==> src/hdl/rv32im_instruction_executor_assert.svh <==
// Assertion macros for the executor modules.
`ifndef RV32IM_INSTRUCTION_EXECUTOR_ASSERT_SVH
`define RV32IM_INSTRUCTION_EXECUTOR_ASSERT_SVH

// Check that cons holds in the same cycle whenever ante holds.
`define RVX_AST_IMP(lbl, ck, rs, ante, cons, msg) \
  lbl: assert property (@(posedge ck) disable iff (rs) (ante) |-> (cons)) else $error(msg);

// Check that expr holds at every clock edge.
`define RVX_AST_ALWAYS(lbl, ck, rs, expr, msg) \
  lbl: assert property (@(posedge ck) disable iff (rs) (expr)) else $error(msg);

`endif

==> src/hdl/rvx_pkg.sv <==
// Package with shared constants, codes and types of the RV32IM executor.
package rvx_pkg;

  localparam int MEM_BYTES_DEF = 4096;
  localparam int CSR_COUNT     = 4096;
  localparam int CSR_AW        = 12;

  localparam logic [CSR_AW-1:0] CSR_MTVEC    = 12'h305;
  localparam logic [CSR_AW-1:0] CSR_MEPC     = 12'h341;
  localparam logic [CSR_AW-1:0] CSR_MCAUSE   = 12'h342;
  localparam logic [11:0]       IMM_ECALL    = 12'h000;
  localparam logic [11:0]       IMM_MRET     = 12'h302;
  localparam logic [31:0]       MCAUSE_ECALL = 32'd11;
  localparam logic [31:0]       UART_ADDR    = 32'h0000_00F0;
  localparam logic [31:0]       JALR_MASK    = 32'hFFFF_FFFE;
  localparam logic [4:0]        REG_SP       = 5'd2;

  // Item operations.
  localparam logic [1:0] OP_FETCH = 2'd0;
  localparam logic [1:0] OP_EXEC  = 2'd1;
  localparam logic [1:0] OP_POKE  = 2'd2;
  localparam logic [1:0] OP_NONE  = 2'd3;

  // Result status codes.
  localparam logic [1:0] STAT_OK    = 2'd0;
  localparam logic [1:0] STAT_UNSUP = 2'd1;
  localparam logic [1:0] STAT_RANGE = 2'd2;
  localparam logic [1:0] STAT_HALT  = 2'd3;

  // Major opcodes.
  localparam logic [6:0] OPC_SYSTEM = 7'h73;
  localparam logic [6:0] OPC_IMM    = 7'h13;
  localparam logic [6:0] OPC_REG    = 7'h33;
  localparam logic [6:0] OPC_LOAD   = 7'h03;
  localparam logic [6:0] OPC_STORE  = 7'h23;
  localparam logic [6:0] OPC_BRANCH = 7'h63;
  localparam logic [6:0] OPC_JAL    = 7'h6F;
  localparam logic [6:0] OPC_JALR   = 7'h67;
  localparam logic [6:0] OPC_LUI    = 7'h37;
  localparam logic [6:0] OPC_AUIPC  = 7'h17;

  localparam logic [6:0] F7_BASE   = 7'h00;
  localparam logic [6:0] F7_MULDIV = 7'h01;
  localparam logic [6:0] F7_SUB    = 7'h20;

  // funct3 codes.
  localparam logic [2:0] F3_ADD  = 3'd0;
  localparam logic [2:0] F3_SLL  = 3'd1;
  localparam logic [2:0] F3_SLT  = 3'd2;
  localparam logic [2:0] F3_SLTU = 3'd3;
  localparam logic [2:0] F3_XOR  = 3'd4;
  localparam logic [2:0] F3_SR   = 3'd5;
  localparam logic [2:0] F3_OR   = 3'd6;
  localparam logic [2:0] F3_AND  = 3'd7;
  localparam logic [2:0] F3_MUL  = 3'd0;
  localparam logic [2:0] F3_MULH = 3'd1;
  localparam logic [2:0] F3_DIV  = 3'd4;
  localparam logic [2:0] F3_REM  = 3'd6;
  localparam logic [2:0] F3_LB   = 3'd0;
  localparam logic [2:0] F3_LH   = 3'd1;
  localparam logic [2:0] F3_LW   = 3'd2;
  localparam logic [2:0] F3_LBU  = 3'd4;
  localparam logic [2:0] F3_LHU  = 3'd5;
  localparam logic [2:0] F3_SB   = 3'd0;
  localparam logic [2:0] F3_SH   = 3'd1;
  localparam logic [2:0] F3_SW   = 3'd2;
  localparam logic [2:0] F3_BEQ  = 3'd0;
  localparam logic [2:0] F3_BNE  = 3'd1;
  localparam logic [2:0] F3_BLT  = 3'd4;
  localparam logic [2:0] F3_BGE  = 3'd5;
  localparam logic [2:0] F3_PRIV = 3'd0;
  localparam logic [2:0] F3_CSRRW = 3'd1;

  typedef enum logic [3:0] {
    ST_CLEAR, ST_IDLE, ST_FETCH, ST_RS1, ST_RS2, ST_DEC, ST_EXEC,
    ST_MULWB, ST_DIV, ST_LOAD, ST_LOADWB, ST_STORE, ST_SYS, ST_DONE
  } state_t;

  typedef enum logic [2:0] {
    CL_SIMPLE, CL_MUL, CL_DIV, CL_LOAD, CL_STORE, CL_ECALL, CL_MRET, CL_CSRRW
  } iclass_t;

  typedef struct packed {
    logic clear;
    logic take;
    logic byte_rd;
    logic fetch_sel;
    logic byte_wr;
    logic rd_a;
    logic rd_b;
    logic cap_b;
    logic exec;
    logic div_start;
    logic mul_wb;
    logic div_wb;
    logic load_wb;
    logic sys_wb;
    logic halt;
    logic out_load;
  } cmd_t;

  typedef struct packed {
    logic       clear_done;
    logic       pc_fits;
    logic       halt_word;
    logic       fetch_done;
    logic       load_done;
    logic       wr_done;
    logic       div_done;
    iclass_t    cls;
    logic [1:0] req_op;
  } stat_t;

endpackage

==> src/hdl/rvx_ctrl.sv <==
// Sequencer of the executor: state machine, request ready and result valid.
module rvx_ctrl import rvx_pkg::*; (
  input  logic  clk,
  input  logic  rst,
  input  logic  req_valid,
  output logic  req_ready,
  output logic  rsp_valid,
  input  logic  rsp_ready,
  input  stat_t stat,
  output cmd_t  cmd
);
  state_t state;
  state_t state_next;

  always_ff @(posedge clk) begin
    if (rst) begin
      state <= ST_CLEAR;
    end else begin
      state <= state_next;
    end
  end

  always_ff @(posedge clk) begin
    if (rst) begin
      rsp_valid <= 1'b0;
    end else if (cmd.out_load) begin
      rsp_valid <= 1'b1;
    end else if (rsp_ready) begin
      rsp_valid <= 1'b0;
    end
  end

  always_comb begin
    state_next = state;
    cmd        = '0;
    req_ready  = 1'b0;
    case (state)
      ST_CLEAR: begin
        cmd.clear = 1'b1;
        if (stat.clear_done) begin
          state_next = ST_IDLE;
        end
      end
      ST_IDLE: begin
        req_ready = 1'b1;
        if (req_valid) begin
          cmd.take = 1'b1;
          case (stat.req_op)
            OP_FETCH: state_next = stat.pc_fits ? ST_FETCH : ST_DONE;
            OP_EXEC:  state_next = ST_RS1;
            default:  state_next = ST_DONE;
          endcase
        end
      end
      ST_FETCH: begin
        cmd.byte_rd   = 1'b1;
        cmd.fetch_sel = 1'b1;
        if (stat.fetch_done) begin
          state_next = ST_RS1;
        end
      end
      ST_RS1: begin
        if (stat.halt_word) begin
          cmd.halt   = 1'b1;
          state_next = ST_DONE;
        end else begin
          cmd.rd_a   = 1'b1;
          state_next = ST_RS2;
        end
      end
      ST_RS2: begin
        cmd.rd_b   = 1'b1;
        state_next = ST_DEC;
      end
      ST_DEC: begin
        cmd.cap_b  = 1'b1;
        state_next = ST_EXEC;
      end
      ST_EXEC: begin
        cmd.exec = 1'b1;
        case (stat.cls)
          CL_MUL:   state_next = ST_MULWB;
          CL_DIV: begin
            cmd.div_start = 1'b1;
            state_next    = ST_DIV;
          end
          CL_LOAD:  state_next = ST_LOAD;
          CL_STORE: state_next = ST_STORE;
          CL_ECALL, CL_MRET, CL_CSRRW: state_next = ST_SYS;
          default:  state_next = ST_DONE;
        endcase
      end
      ST_MULWB: begin
        cmd.mul_wb = 1'b1;
        state_next = ST_DONE;
      end
      ST_DIV: begin
        if (stat.div_done) begin
          cmd.div_wb = 1'b1;
          state_next = ST_DONE;
        end
      end
      ST_LOAD: begin
        cmd.byte_rd = 1'b1;
        if (stat.load_done) begin
          state_next = ST_LOADWB;
        end
      end
      ST_LOADWB: begin
        cmd.load_wb = 1'b1;
        state_next  = ST_DONE;
      end
      ST_STORE: begin
        cmd.byte_wr = 1'b1;
        if (stat.wr_done) begin
          state_next = ST_DONE;
        end
      end
      ST_SYS: begin
        cmd.sys_wb = 1'b1;
        state_next = ST_DONE;
      end
      ST_DONE: begin
        if (!rsp_valid || rsp_ready) begin
          cmd.out_load = 1'b1;
          state_next   = ST_IDLE;
        end
      end
      default: state_next = ST_CLEAR;
    endcase
  end

`include "rv32im_instruction_executor_assert.svh"

  `RVX_AST_IMP(a_out_free, clk, rst, cmd.out_load, !rsp_valid || rsp_ready, "result overwritten")
  `RVX_AST_IMP(a_rsp_src, clk, rst, $rose(rsp_valid), $past(cmd.out_load), "stray result valid")
  `RVX_AST_ALWAYS(a_wb_one, clk, rst, $onehot0({cmd.exec, cmd.mul_wb, cmd.div_wb, cmd.load_wb, cmd.sys_wb}), "two writebacks at once")
endmodule

==> config.mk <==
export PLATFORM = sky130hd
export DESIGN_NAME = rvx_ctrl
export DESIGN_NICKNAME = d
export VERILOG_FILES = /design/src/hdl/rvx_pkg.sv /design/src/hdl/rvx_ctrl.sv
export VERILOG_INCLUDE_DIRS = /design/src /design/src/hdl
export SDC_FILE = /design/constraint.sdc
export NUM_CORES = 1
export LEC_CHECK = 0
export BUFFER_PORTS_ARGS = -buffer_cell sky130_fd_sc_hd__buf_2
export CAP_MARGIN = 20
export CORE_MARGIN = 8
export CORE_UTILIZATION = 50
export CTS_BUF_LIST = sky130_fd_sc_hd__clkbuf_8
export DETAILED_ROUTE_END_ITERATION = 10
export PLACE_DENSITY_LB_ADDON = 0.12
export RECOVER_POWER = 25
export SYNTH_ARGS = -nofsm -noshare
export SYNTH_HDL_FRONTEND = slang
export SYNTH_SLANG_ARGS = --single-unit
==> constraint.sdc <==
create_clock -name clk -period 3.2 [get_ports clk]
set_input_delay 0.64 -clock clk [delete_from_list [all_inputs] [get_ports clk]]
set_output_delay 0.64 -clock clk [all_outputs]
set_load 0.1 [all_outputs]
=== Word level (Yosys, flattened, before mapping) ===
Cells that the tools add are included.

* Register bits after elaboration: 5
* Output and inout port bits: 18
* Logic and storage cells: 75

* Equality and inequality tests: 28
* Mux-type cells: 36
* Reduce and logical (&&, ||, !) cells: 9

{| class="wikitable"
|+ Operators by type and width
! operator !! count
|-
| $pmux W4 S12 || 1
|-
| $mux W4 || 9
|-
| $eq A4 B4 Y1 const B || 6
|-
| $mux W1 || 23
|-
| $pmux W4 S5 || 1
|-
| $eq A4 B3 Y1 const B || 4
|-
| $ne A2 B2 Y1 const B || 7
|-
| $eq A3 B3 Y1 const B || 4
|-
| $eq A4 B2 Y1 const B || 2
|-
| $pmux W4 S2 || 1
|-
| $reduce_and A7 Y1 || 1
|-
| $eq A3 B2 Y1 const B || 2
|-
| $reduce_or A3 Y1 || 2
|-
| $eq A4 B1 Y1 const B || 1
|-
| $logic_not A4 Y1 || 1
|-
| $eq A3 B1 Y1 const B || 1
|-
| $eq A2 B1 Y1 const B || 1
|-
| $logic_not A2 Y1 || 1
|-
| $mux W2 || 1
|-
| $reduce_bool A2 Y1 || 1
|-
| $reduce_or A2 Y1 || 1
|-
| $logic_not A1 Y1 || 1
|-
| $logic_or A1 B1 Y1 || 1
|}

=== Depth between registers and ports, before layout ===
Gate-level depths: netlist of run 1.

* Word-level depth: 5
* Gate-level depth with buffers: 7
* Gate-level depth less buffers: 5

=== Least setup slack after synthesis of run 1 ===
OpenSTA, ideal clock, no wires.

* Path type: reg2out
* Start point: reg state[0]
* End point: out cmd[4] in the netlist's numbering
* Arrival time: 3.933 ns
* Setup slack: -1.373 ns
* Stages on the path, launching flop included: 5
* Path buffers: 2
* Cells stage by stage: dfxtp_1 > buf_2 > clkbuf_1 > nand2b_1 > nor4b_1

{| class="wikitable"
|+ RTL lines
! what !! line !! text
|-
| start, declared || rvx_ctrl.sv:12 || <nowiki>state_t state;</nowiki>
|-
| start signal, assigned || rvx_ctrl.sv:19 || <nowiki>state <= state_next;</nowiki>
|-
| end, declared || rvx_ctrl.sv:10 || <nowiki>output cmd_t cmd</nowiki>
|}

==> flow_summary.json, run 1 <==
{
  "areaGrowthSynthToFinish_pct": 29.03,
  "finalCriticalPeriod_ps": 2644,
  "synthDistinctLibCells": 34,
  "skew_ps": 3.553,
  "routed_via_density": 5.482,
  "post-route-period-util_pct": 82.63,
  "layout_commonest_cell": "buf_2",
  "fp.dieH_um": 52.56,
  "vdd.ir_drop.worst_mv": 1.113,
  "p_per_area_nw_per_um2": 1245,
  "die_x_um": 52.56,
  "clockBufferDepth": 2,
  "synth-seq-area-share_pct": 14.98,
  "drive_gt1_share_pct": 37.90,
  "cp_slowest_cell": "dfxtp_1",
  "cp_cell_sequence": "nand2b_1 -> or2_2 -> nor2_1 -> buf_2",
  "cp_num_buf_inv": 1,
  "first_pass_iters": 2,
  "holdBufCountCts": 0,
  "insertedDiodeCount": 0,
  "netlist_instances": 95,
  "drc": 0,
  "cts_tree": "yes",
  "cts_resized": 0,
  "slowest_delay_ps": 530,
  "slew-limit-headroom_pct": 22.07,
  "max_slew.worst_pin.slew_ps": 1174,
  "grt_usage_pct": 13.83,
  "clkSinkCount": 5,
  "grt_antenna_before_repair": 0,
  "clock-root-buffer": "clkbuf_8",
  "io-pin-count": 34,
  "wirelength_mm": 1.923,
  "async_flop_share_pct": 0,
  "cp_top_family": "simple AND/OR/NAND/NOR gates",
  "vias": 762,
  "io_buffers": 33,
  "start_util_pct": 52.66,
  "crit_fanout": 22,
  "post_cts.repair.setup_buffers": 0,
  "crit_type": "flip-flop to output port",
  "p_leak_nw": 0.3796,
  "synth_nets": 111,
  "grt-ovfl-total": 0,
  "arrival_ps": 2000,
  "insertion_delay_ps": 230,
  "rows": 13,
  "max_freq_ghz": 0.3782,
  "hold_violations": 0,
  "grt_start_max_net_pins": 23,
  "detail-route-antenna-nets": 0,
  "rsz0062_at_grt": "no",
  "most-common-layout-cells": "buf_2 (32), nor2_1 (15), nand2b_1 (9)",
  "ys_warn_count": 0,
  "cts_buffers": 3,
  "die_area_um2": 2762,
  "synthFlopType": "dfxtp_1",
  "syn-cell-area_um2": 668.1,
  "status": "completed",
  "final_cells": 139,
  "required_ps": 2560,
  "grt_pass1_vias": 746,
  "gp_congestion": 0.9136,
  "drt_iter0_markers": 17,
  "ys_seq_elements": 5,
  "post_drt_wl_per_cell_um": 13.83,
  "hpwl_mm": 1.511,
  "placedCellCount": 135,
  "core_um2": 1269,
  "grt_pass1_wl_mm": 3.105,
  "place_ws_ps": 824.4,
  "crit_path_start_kind": "flip-flop",
  "maxSlewViolCount": 0,
  "maxCapViolations": 0,
  "cts_max_level": 1,
  "hold_class": "flip-flop to flip-flop",
  "setup_violations": 0,
  "nNetsFinal": 141,
  "synth_edf_count": 0,
  "clk_pin_slew_ps": 40,
  "synth.avg_cell_area_um2": 7.033,
  "fin_ws_ps": 555.8,
  "cp-end-kind": "output port"
}
==> worst reg2reg max path, stage by stage, from the launching register on <==
cell and delay [ps]:
dfxtp_1 460, or2_1 390, o32a_4 340, a31oi_1 370, nor2_2 100, mux2_1 310
==> kinds of logic (layout without fill, tap and decap cells) <==
kind of cell / after synthesis / in the layout / share of synthesized area, %
flops: 5 / 5 / 14.98
simple gates: 57 / 57 / 46.82
compound gates: 18 / 18 / 22.10
buf+inv: 10 / 39 / 8.239
xor+xnor: 1 / 1 / 1.311
mux: 4 / 4 / 6.554
==> synth_stat cells (2+ instances only) <==
master / count / area (um^2)
a21oi_1: 7 / 35.03
a32oi_1: 3 / 26.28
buf_2: 2 / 10.01
buf_6: 2 / 22.52
clkbuf_1: 5 / 18.77
dfxtp_1: 5 / 100.1
mux2_1: 2 / 22.52
nand2_1: 7 / 26.28
nand2b_1: 9 / 56.30
nand3b_1: 3 / 22.52
nor2_1: 15 / 56.30
nor2b_1: 3 / 18.77
nor3_1: 4 / 20.02
nor3b_1: 2 / 15.01
nor4_1: 2 / 12.51
nor4b_1: 2 / 17.52
o21bai_1: 3 / 22.52
or2_2: 2 / 12.51
or3b_2: 2 / 17.52
==> stage by stage <==
| step | total power (W) | utilization [%] | area (um^2) | hold slack (ps) | TNS [ps] |
|---|---|---|---|---|---|
| floorplan | 0.0008891 | - | 691.9 | 681.8 | -1515 |
| global placement | 0.0009687 | 65.58 | 832.0 | 494.5 | 0 |
| detailed placement | 0.0009734 | 65.58 | 832.0 | 501.7 | 0 |
| CTS | 0.001095 | 69.23 | 878.3 | 510.2 | 0 |
| global route | 0.001130 | 67.95 | 862.1 | 580.6 | 0 |
| finish | 0.001073 | 67.95 | 862.1 | 521.7 | 0 |
==> report_power, final <==
| part | switching (W) | internal, W | leakage [nW] |
|---|---|---|---|
| logic | 0.000568 | 0.000201 | 0.313 |
| clock network | 0.0000365 | 0.0000841 | 0.0255 |
| registers | 0.0000960 | 0.0000871 | 0.0411 |
==> routing by layer <==
layer	track usage, %	share of wire [%]	vias up
li1	-	-	397
met1	14.54	42	349
met2	25.69	51	16
met3	4.545	6.7	0
met4	3.017	0	0
met5	0	0	-
==> state kept, by name (all words and copies together), names as in the netlist <==
name,cells
rsp_valid,1
state,4
==> worst paths after layout <==
kind | start | end | slack [ps] | cells after the start
worst max-delay path | state[1]$_SDFFE_PP0P_ | cmd[0] | 560 | 4
worst min-delay path | rsp_valid$_SDFFE_PP0P_ | rsp_valid$_SDFFE_PP0P_ | 520 | 2
worst max register to register | state[0]$_SDFFE_PP0P_ | state[3]$_SDFFE_PP0P_ | 1110 | 5
worst min register to register | rsp_valid$_SDFFE_PP0P_ | rsp_valid$_SDFFE_PP0P_ | 520 | 2
==> layout make-up <==
cell class | instances | area [um^2]
inverters | 1 | 3.754
clock inverters | 1 | 5.005
clock buffers | 3 | 41.29
multi-input cells | 80 | 521.8
flip-flops and latches | 5 | 100.1
fillers | 121 | 406.6
well taps | 15 | 18.77
repair buffers | 34 | 171.4
Power figures use the tool's default switching activity.
==> run 2: changes to the inputs <==
Settings changed: ABC_AREA from default to 1, CORE_UTILIZATION 50 to 46.
Clock period 3.2 ns to 2.56 ns, I/O delays scaled along.
==> flow_summary.json, run 2 <==
{
  "gp_congestion": 0.8489,
  "rows": 13,
  "drive_gt1_share_pct": 30.25,
  "yosysMostFrequentCell": "nand2_1",
  "post-route-period-util_pct": 86.26,
  "insertion_delay_ps": 230,
  "skew_ps": 7.017,
  "status": "completed",
  "n_fill_cell": 138,
  "cts_resized": 0,
  "holdBufCountCts": 0,
  "p_leak_nw": 0.5242,
  "crit_fanout": 8,
  "finalCriticalPeriod_ps": 2208,
  "setup_violations": 0,
  "busiest_layer": "met2",
  "synth.area.top_cells": "nand2_1 (19%), nor2_1 (17%), dfxtp_1 (15%), nand3_1 (9.9%), inv_1 (9.7%)",
  "largest_register_ffs": 4,
  "arrival_ps": 1700,
  "areaGrowthSynthToFinish_pct": 32.76,
  "drc": 0,
  "most-common-layout-cells": "nand2_1 (35), buf_2 (32), nor2_1 (28)",
  "cts_buffers": 3,
  "grt_pass1_vias": 852,
  "grt-ovfl-total": 0,
  "cp_cell_sequence": "nand2_1 -> nor2_4 -> and3_2 -> buf_2",
  "p_per_area_nw_per_um2": 1593,
  "maxCapViolations": 0,
  "timing.setup.tns_ps": 0,
  "netlist_instances": 126,
  "synth_nets": 142,
  "top_regs": "state (4), rsp_valid (1)",
  "use_met1_pct": 15.99,
  "clock-root-buffer": "clkbuf_8",
  "hold_class": "primary input to flip-flop",
  "synth_top_cell_by_area": "nand2_1",
  "whs_ps": 510.6,
  "wirelength_mm": 1.945,
  "crit_path_start_kind": "flip-flop",
  "synth_commonest_cells": "nand2_1 (34), nor2_1 (29), inv_1 (17)",
  "max_freq_ghz": 0.4528,
  "hold_violations": 0,
  "core_um2": 1318,
  "first_pass_iters": 4,
  "hpwl_mm": 1.664,
  "fp.dieH_um": 53.79,
  "synth_edf_count": 0,
  "vias": 882,
  "async_flop_share_pct": 0,
  "post_cts.repair.setup_buffers": 0,
  "nNetsFinal": 179,
  "cts_tree": "yes",
  "crit_type": "flip-flop to output port",
  "required_ps": 2050,
  "grt_use_met2_pct": 25.48,
  "io_buffers": 33,
  "grt_usage_pct": 14.09,
  "ys_warn_count": 0,
  "clockBufferDepth": 2,
  "vdd.ir_drop.worst_mv": 0.7640,
  "maxSlewViolCount": 0,
  "post_drt_wl_per_cell_um": 10.99,
  "slowest_delay_ps": 490,
  "synth.avg_cell_area_um2": 5.213,
  "grt_start_max_net_pins": 9,
  "max_slew.worst_pin.slew_ps": 1172,
  "rsz0062_at_grt": "no",
  "grt_pass1_wl_mm": 3.229,
  "start_util_pct": 49.86,
  "syn-cell-area_um2": 656.9,
  "clkSinkCount": 5,
  "clk_pin_slew_ps": 40,
  "die_area_um2": 2893,
  "largest-register": "state",
  "total_power_w": 0.001390,
  "synthDistinctLibCells": 19,
  "slew-limit-headroom_pct": 22.23,
  "drt_iter0_markers": 20,
  "io-pin-count": 34,
  "insertedDiodeCount": 0,
  "layout_commonest_cell": "nand2_1",
  "detail-route-antenna-nets": 0,
  "grt_antenna_before_repair": 0,
  "die_x_um": 53.79,
  "synthFlopType": "dfxtp_1",
  "routed_via_density": 4.983,
  "synth_top_area_share_pct": 19.43,
  "ys_seq_elements": 5,
  "gr-usage-met3_pct": 2.204,
  "cp-end-kind": "output port",
  "cp_slowest_cell": "dfxtp_1",
  "cts_max_level": 1,
  "synth-seq-area-share_pct": 15.24
}
==> run 2: cell count changes after synthesis, sizes merged, moves of 4 or more <==
cell	previous run	this run
nand2b	9	0
nand3	1	14
nor2	16	34
nand2	7	38
clkbuf	5	0
inv	1	20
nor3	4	0
==> run 2: cell families (layout without fill, tap and decap cells) <==
kind of cell	count (synthesis)	after routing	share of synthesized area, %
DFF	5	5	15.24
and+or+nand+nor	91	91	64.57
AOI/OAI and AO/OA	8	8	7.047
buffers and inverters	22	58	13.14
==> run 2: worst max-delay path: cells and delay by family (launching register included) <==
kind,cells,cell delay [ps]
flops,1,490
buf+inv,1,410
simple gates,3,560
==> run 2: path summary, 6_finish.rpt <==
path,start,to,slack [ps],depth (start not counted)
worst max-delay path,state[1]$_SDFFE_PP0P_,cmd[6],350,4
worst min-delay path,rst,state[3]$_SDFFE_PP0P_,510,2
worst max register to register,state[1]$_SDFFE_PP0P_,state[0]$_SDFFE_PP0P_,1080,8
worst min register to register,state[3]$_SDFFE_PP0P_,state[3]$_SDFFE_PP0P_,560,2
==> run 2: area by class of cell <==
cell class | instances | area (um^2) | share of cell area [%]
Inverter | 21 | 78.83 | 9.039
Sequential cell | 5 | 100.1 | 11.48
Multi-Input combinational cell | 99 | 465.4 | 53.37
Timing Repair Buffer | 33 | 163.9 | 18.79
Tap cell | 15 | 18.77 | 2.152
Clock buffer | 3 | 41.29 | 4.735
Clock inverter | 1 | 3.754 | 0.4304
==> run 2: stage by stage <==
stage | utilization, % | area (um^2) | std cells | setup slack, ps
6_report | 66.19 | 872.1 | 177 | 351.6
5_1_grt | 66.19 | 872.1 | 177 | 281.1
4_1_cts | 66.86 | 880.8 | 177 | 377.5
3_5_place_dp | 63.44 | 835.8 | 173 | 621.8
3_3_place_gp | 63.44 | 835.8 | 173 | 663.0
2_1_floorplan | - | 659.4 | 126 | 63.97
==> run 2: report_power, final <==
part / internal (W) / leakage (nW) / total (W) / switching (W)
Sequential: 0.000108 / 0.0408 / 0.000168 / 0.0000592
Combinational: 0.000224 / 0.457 / 0.00108 / 0.000855
Clock: 0.000103 / 0.0269 / 0.000143 / 0.0000406
==> run 2: per-layer routing <==
| layer | up-vias | wire length [um] |
|---|---|---|
| li1 | 460 | - |
| met4 | 0 | 24 |
| met3 | 5 | 133 |
| met1 | 392 | 835 |
| met5 | - | 0 |
| met2 | 25 | 952 |
